==> src/design/csb_pkg.sv <==
// Shared types and constants for the CDF table sample binning unit.
// Used by csb_ctrl, csb_dp and the top level; depends on nothing.
`default_nettype none

package csb_pkg;

    localparam int MAX_BINS   = 128;
    localparam int COUNT_BITS = 24;

    localparam int IDX_W = (MAX_BINS > 1) ? $clog2(MAX_BINS) : 1;
    localparam int N_W   = $clog2(MAX_BINS + 1);

    localparam int CMD_W   = 2;
    localparam int INDEX_W = 7;
    localparam int VALUE_W = 17;
    localparam int BIN_W   = 7;
    localparam int COUNT_W = 24;
    localparam int CFG_W   = 8;

    localparam int CMP_W = (N_W > CFG_W) ? N_W : CFG_W;

    localparam logic [CFG_W-1:0] BINS_RST = 8'd100;

    typedef enum logic [CMD_W-1:0] {
        CMD_LOAD = 2'd0,
        CMD_BIN  = 2'd1,
        CMD_READ = 2'd2,
        CMD_NONE = 2'd3
    } t_cmd;

    typedef enum logic [2:0] {
        ST_IDLE,
        ST_SIMPLE,
        ST_START,
        ST_STEP,
        ST_CNT_RD,
        ST_CNT_UPD,
        ST_DONE
    } t_state;

    typedef enum logic [2:0] {
        RES_LOAD,
        RES_MISS,
        RES_HIT_CNT,
        RES_READ,
        RES_BAD_RD
    } t_res_sel;

    typedef struct packed {
        logic     capture;
        logic     issue;
        logic     step;
        logic     thr_wr;
        logic     cnt_rd;
        logic     cnt_upd;
        logic     res_set;
        t_res_sel res_sel;
        logic     out_load;
    } t_dp_cmd;

    typedef struct packed {
        t_cmd cmd;
        logic idx_ok;
        logic empty;
        logic step_last;
        logic found;
    } t_dp_sts;

endpackage

`default_nettype wire

==> src/design/csb_ctrl.sv <==
// Controller state machine of the sample binning unit.
// Drives datapath commands from status; uses csb_pkg.
`default_nettype none

module csb_ctrl (
    input  wire logic             i_clk,
    input  wire logic             i_rst_n,
    input  wire logic             i_s_valid,
    output      logic             o_s_ready,
    input  wire logic             i_m_ready,
    output      logic             o_m_valid,
    input  wire csb_pkg::t_dp_sts i_sts,
    output      csb_pkg::t_dp_cmd o_cmd
);
    import csb_pkg::*;

    t_state  r_state;
    t_state  n_state;
    logic    r_out_vld;
    logic    n_out_vld;
    logic    s_fire;
    t_dp_cmd cmd;

    assign s_fire    = i_s_valid && o_s_ready;
    assign o_m_valid = r_out_vld;
    assign o_cmd     = cmd;

    always_ff @(posedge i_clk) begin
        if (!i_rst_n) begin
            r_state   <= ST_IDLE;
            r_out_vld <= 1'b0;
        end else begin
            r_state   <= n_state;
            r_out_vld <= n_out_vld;
        end
    end

    always_comb begin
        n_state   = r_state;
        o_s_ready = 1'b0;
        cmd       = '0;
        cmd.res_sel = RES_MISS;
        unique case (r_state)
            ST_IDLE: begin
                o_s_ready = 1'b1;
                if (i_s_valid) begin
                    cmd.capture = 1'b1;
                    n_state     = ST_SIMPLE;
                end
            end
            ST_SIMPLE: begin
                unique case (i_sts.cmd)
                    CMD_LOAD: begin
                        cmd.thr_wr  = 1'b1;
                        cmd.res_set = 1'b1;
                        cmd.res_sel = RES_LOAD;
                        n_state     = ST_DONE;
                    end
                    CMD_BIN: begin
                        n_state = ST_START;
                    end
                    CMD_READ: begin
                        n_state = ST_CNT_RD;
                    end
                    CMD_NONE: begin
                        cmd.res_set = 1'b1;
                        cmd.res_sel = RES_MISS;
                        n_state     = ST_DONE;
                    end
                    default: begin
                        n_state = ST_DONE;
                    end
                endcase
            end
            ST_START: begin
                if (i_sts.empty) begin
                    cmd.res_set = 1'b1;
                    cmd.res_sel = RES_MISS;
                    n_state     = ST_DONE;
                end else begin
                    cmd.issue = 1'b1;
                    n_state   = ST_STEP;
                end
            end
            ST_STEP: begin
                cmd.step = 1'b1;
                if (i_sts.step_last) begin
                    n_state = ST_CNT_RD;
                end
            end
            ST_CNT_RD: begin
                if (i_sts.cmd == CMD_BIN) begin
                    if (i_sts.found) begin
                        cmd.cnt_rd = 1'b1;
                        n_state    = ST_CNT_UPD;
                    end else begin
                        cmd.res_set = 1'b1;
                        cmd.res_sel = RES_MISS;
                        n_state     = ST_DONE;
                    end
                end else begin
                    if (i_sts.idx_ok) begin
                        cmd.cnt_rd = 1'b1;
                        n_state    = ST_CNT_UPD;
                    end else begin
                        cmd.res_set = 1'b1;
                        cmd.res_sel = RES_BAD_RD;
                        n_state     = ST_DONE;
                    end
                end
            end
            ST_CNT_UPD: begin
                cmd.cnt_upd = 1'b1;
                cmd.res_set = 1'b1;
                cmd.res_sel = (i_sts.cmd == CMD_BIN) ? RES_HIT_CNT : RES_READ;
                n_state     = ST_DONE;
            end
            ST_DONE: begin
                if (!r_out_vld || i_m_ready) begin
                    cmd.out_load = 1'b1;
                    n_state      = ST_IDLE;
                end
            end
            default: begin
                n_state = ST_IDLE;
            end
        endcase
    end

    always_comb begin
        n_out_vld = r_out_vld;
        if (cmd.out_load) begin
            n_out_vld = 1'b1;
        end else if (i_m_ready) begin
            n_out_vld = 1'b0;
        end
    end

    a_fire_leaves_idle: assert property (@(posedge i_clk) disable iff (!i_rst_n)
        s_fire |=> r_state != ST_IDLE)
        else $error("input transfer did not start work");

    a_step_exit: assert property (@(posedge i_clk) disable iff (!i_rst_n)
        r_state == ST_STEP |=> (r_state == ST_STEP || r_state == ST_CNT_RD))
        else $error("search left to an unexpected state");

    a_no_overwrite: assert property (@(posedge i_clk) disable iff (!i_rst_n)
        (r_out_vld && !i_m_ready) |=> (r_out_vld && $stable(r_state == ST_IDLE) == 1'b1)
            || r_out_vld)
        else $error("pending result dropped");

endmodule

`default_nettype wire

==> config.mk <==
export PLATFORM = sky130hd
export DESIGN_NAME = csb_ctrl
export DESIGN_NICKNAME = d
export VERILOG_FILES = /design/src/design/csb_pkg.sv /design/src/design/csb_ctrl.sv
export SDC_FILE = /design/constraint.sdc
export NUM_CORES = 1
export LEC_CHECK = 0
export ABC_AREA = 1
export BUFFER_PORTS_ARGS = -buffer_cell sky130_fd_sc_hd__buf_2
export CAP_MARGIN = 20
export CORE_AREA = 2 2 39 41
export DETAILED_ROUTE_END_ITERATION = 8
export DIE_AREA = 0 0 41 43
export PLACE_DENSITY = 0.62
export SYNTH_ARGS = -nofsm -noshare
export SYNTH_HDL_FRONTEND = slang
export SYNTH_SLANG_ARGS = --single-unit
==> constraint.sdc <==
create_clock -name i_clk -period 1.5 [get_ports i_clk]
set_input_delay 0.225 -clock i_clk [delete_from_list [all_inputs] [get_ports i_clk]]
set_output_delay 0.225 -clock i_clk [all_outputs]
set_load 0.02 [all_outputs]
==> impl_results.md <==
- Die Ht: between 40 and 50 um
- Number of buffers inserted by hold repair at cts: 0
- Highest fanout seen on the critical path: 5
- Die Footprint: 1760 um^2
- Synth Net Count: 92
- Overflow left after global routing: 0
- Final Non-Filler Cells: about 120
- Period utilisation layout: 0.996
- Worst slew slack as a fraction of its limit: 0.825
- First-pass GRT wire length: 1750 um
- Global-route usage over all layers: 0.140
- Clock sinks: 4
- Number of max-cap violations: 0
- Drt first-iter violations: 8
- Deepest clock path buffer count: 2
- Via density: about 4.7
- Clock tree from TritonCTS: yes
- Final HPWL from detailed placement: 835 um
- Boundary Pins: 23
- Starting density of the core: 0.312
- Placement row count: 14
- Insertion delay of the later-clocked pin in the worst-skew pair: 240 ps
- Unrepaired setup endpoints after global routing: yes
- Setup Viol. Count Final: 0
- Largest net degree at the start of global routing: 8
- Pwr dens: 1810 nW/um^2
- Category of the critical setup timing path: reg2out
- Number of antenna violations at the first check in global routing: 0
- Warnings, synthesis: 0
- Maximum clock frequency: 670 MHz
- Final worst slack: approximately 6.5 ps
- Vias after detailed routing: 572
- Routed wirelength normalized by instance count: around 9.7 um
- Post-Route WL: 1190 um
- Distinct cell type count of the synthesized netlist: 14
- Final max-slew violation count: 0
- Mean cell area of the mapped netlist: 5.53 um^2
- Leakage power: 0.383 nW
- Peak VDD IR: roughly 0.99 mV
- Cell total after placement: 116
- Clock root buffer master: clkbuf_4
- Post-route worst hold slack: 259 ps
- CORE AREA: 1380 um^2
- Port-buffer cells: 22
- Worst-Margin Slew: 261 ps
- CP arrival: 1270 ps
- Nets: 123
- Hold Crit Class: in2reg
- Clock skew after layout: 6.03 ps
- Minimum clock period: 1490 ps
- Total Power Consumption: 1.28 mW
- Last weighted congestion value of the routability-driven placer: 0.751
- Vias in the first global route: 465
- Clock buffers created by TritonCTS: 3
- Final hold violations: 0
- Area growth from synthesis to final layout: 63.5%
- Post-DRT Antenna Nets: 0
- Number of design rule violations left after detail routing: 0
- ANT cells: 0
- Share of final-layout standard cells stronger than drive strength 1: 0.477
- Outcome: finished, final reports clean
- Worst endpoint required time: between 1000 and 1500 ps
- Pre-antenna DRT Iters: 4
- Clock slew at reported path FFs: 40 ps
- Sequential area share after synthesis: 0.186
- Number of flip-flops and latches in the synthesized netlist: 4
- Chip Width: 41 um
- Pre-CTS WS: -0.416 ps
- Cell count after synthesis: about 80
- Critical Path Sink Type: output port
- Critical Path Source Type: flop
- CTS H-tree depth: 1
- Post-synth design cell area: 432 um^2
final timing paths:
| check | from | end | slack [ps] | depth (start not counted) |
|---|---|---|---|---|
| max | r_state[2] | o_cmd[4] | 7 | 7 |
| min | i_rst_n | o_m_valid | 260 | 3 |
| max reg2reg | r_state[1] | r_state[0] | 320 | 6 |
| min reg2reg | o_m_valid | r_state[2] | 600 | 4 |
registers in the layout, indices dropped and copies added, names as in the netlist:
| register | cells |
|---|---|
| o_m_valid | 1 |
| r_state | 3 |
layout by cell type (no fill, tap or decap), drive strengths merged:
cell type	instances
nor2	17
o21ai	2
dfxtp	4
nand3	5
or2	1
nand2	16
ha	4
inv	16
nor3	4
clkbuf	3
buf	28
a21oi	6
nand4	1
logic make-up after synthesis:
family / share of synthesized area
buffers and inverters: 0.174
DFF: 0.186
AOI/OAI and AO/OA: 0.0928
and+or+nand+nor: 0.432
adders and majority gates: 0.116
through the flow:
stage / area [um^2] / setup TNS (ps) / util
after floorplan: 432 / 0 / -
after global placement: 562 / 0 / 0.406
after detailed placement: 562 / -0.416 / 0.406
after CTS: 601 / -18.3 / 0.434
after global routing: 706 / -70.9 / 0.510
final: 706 / 0 / 0.510
synthesized netlist by cell type, drive strengths merged:
library cell,instances,area [um^2]
inv,16,60.1
nand2,16,60.1
ha,4,50.1
nand3,5,25.0
dfxtp,4,80.1
or2,1,6.26
a21oi,6,30.0
nor3,4,25.0
buf,2,15.0
o21ai,2,10.0
nand4,1,6.26
nor2,17,63.8
metal layers:
layer | part of all wire | global-route usage
met4 | 0.011 | 0.0800
met3 | 0.070 | 0.0209
met1 | 0.45 | 0.174
met5 | 0 | 0
met2 | 0.47 | 0.216
critical path: stages, from the launching register on:
cell and delay [ps]:
dfxtp_4 400, inv_4 50, nand2_4 80, nor2_4 40, inv_2 50, o21ai_2 40
or2_1 230, buf_6 130
area by class of cell:
cell class	instances	area, um^2
Sequential cell	4	91.3
Inverter	16	62.6
Clock buffer	3	22.5
Multi-Input combinational cell	56	343
Tap cell	16	20.0
Timing Repair Buffer	28	166
Fill cell	138	678
power breakdown:
part	internal (mW)	total [mW]	switching (mW)
clock network	0.0898	0.139	0.0490
registers	0.165	0.256	0.0912
logic	0.382	0.884	0.502
what timing repair did:
action                                  CTS  global route
endpoints found under the setup margin    4             3
endpoints found under the hold margin     0             0
gates resized for setup                   8            24
setup buffers                             0             4
cloned                                    0             0
pin swaps                                 0             6
(Power assumes the default switching activity.)
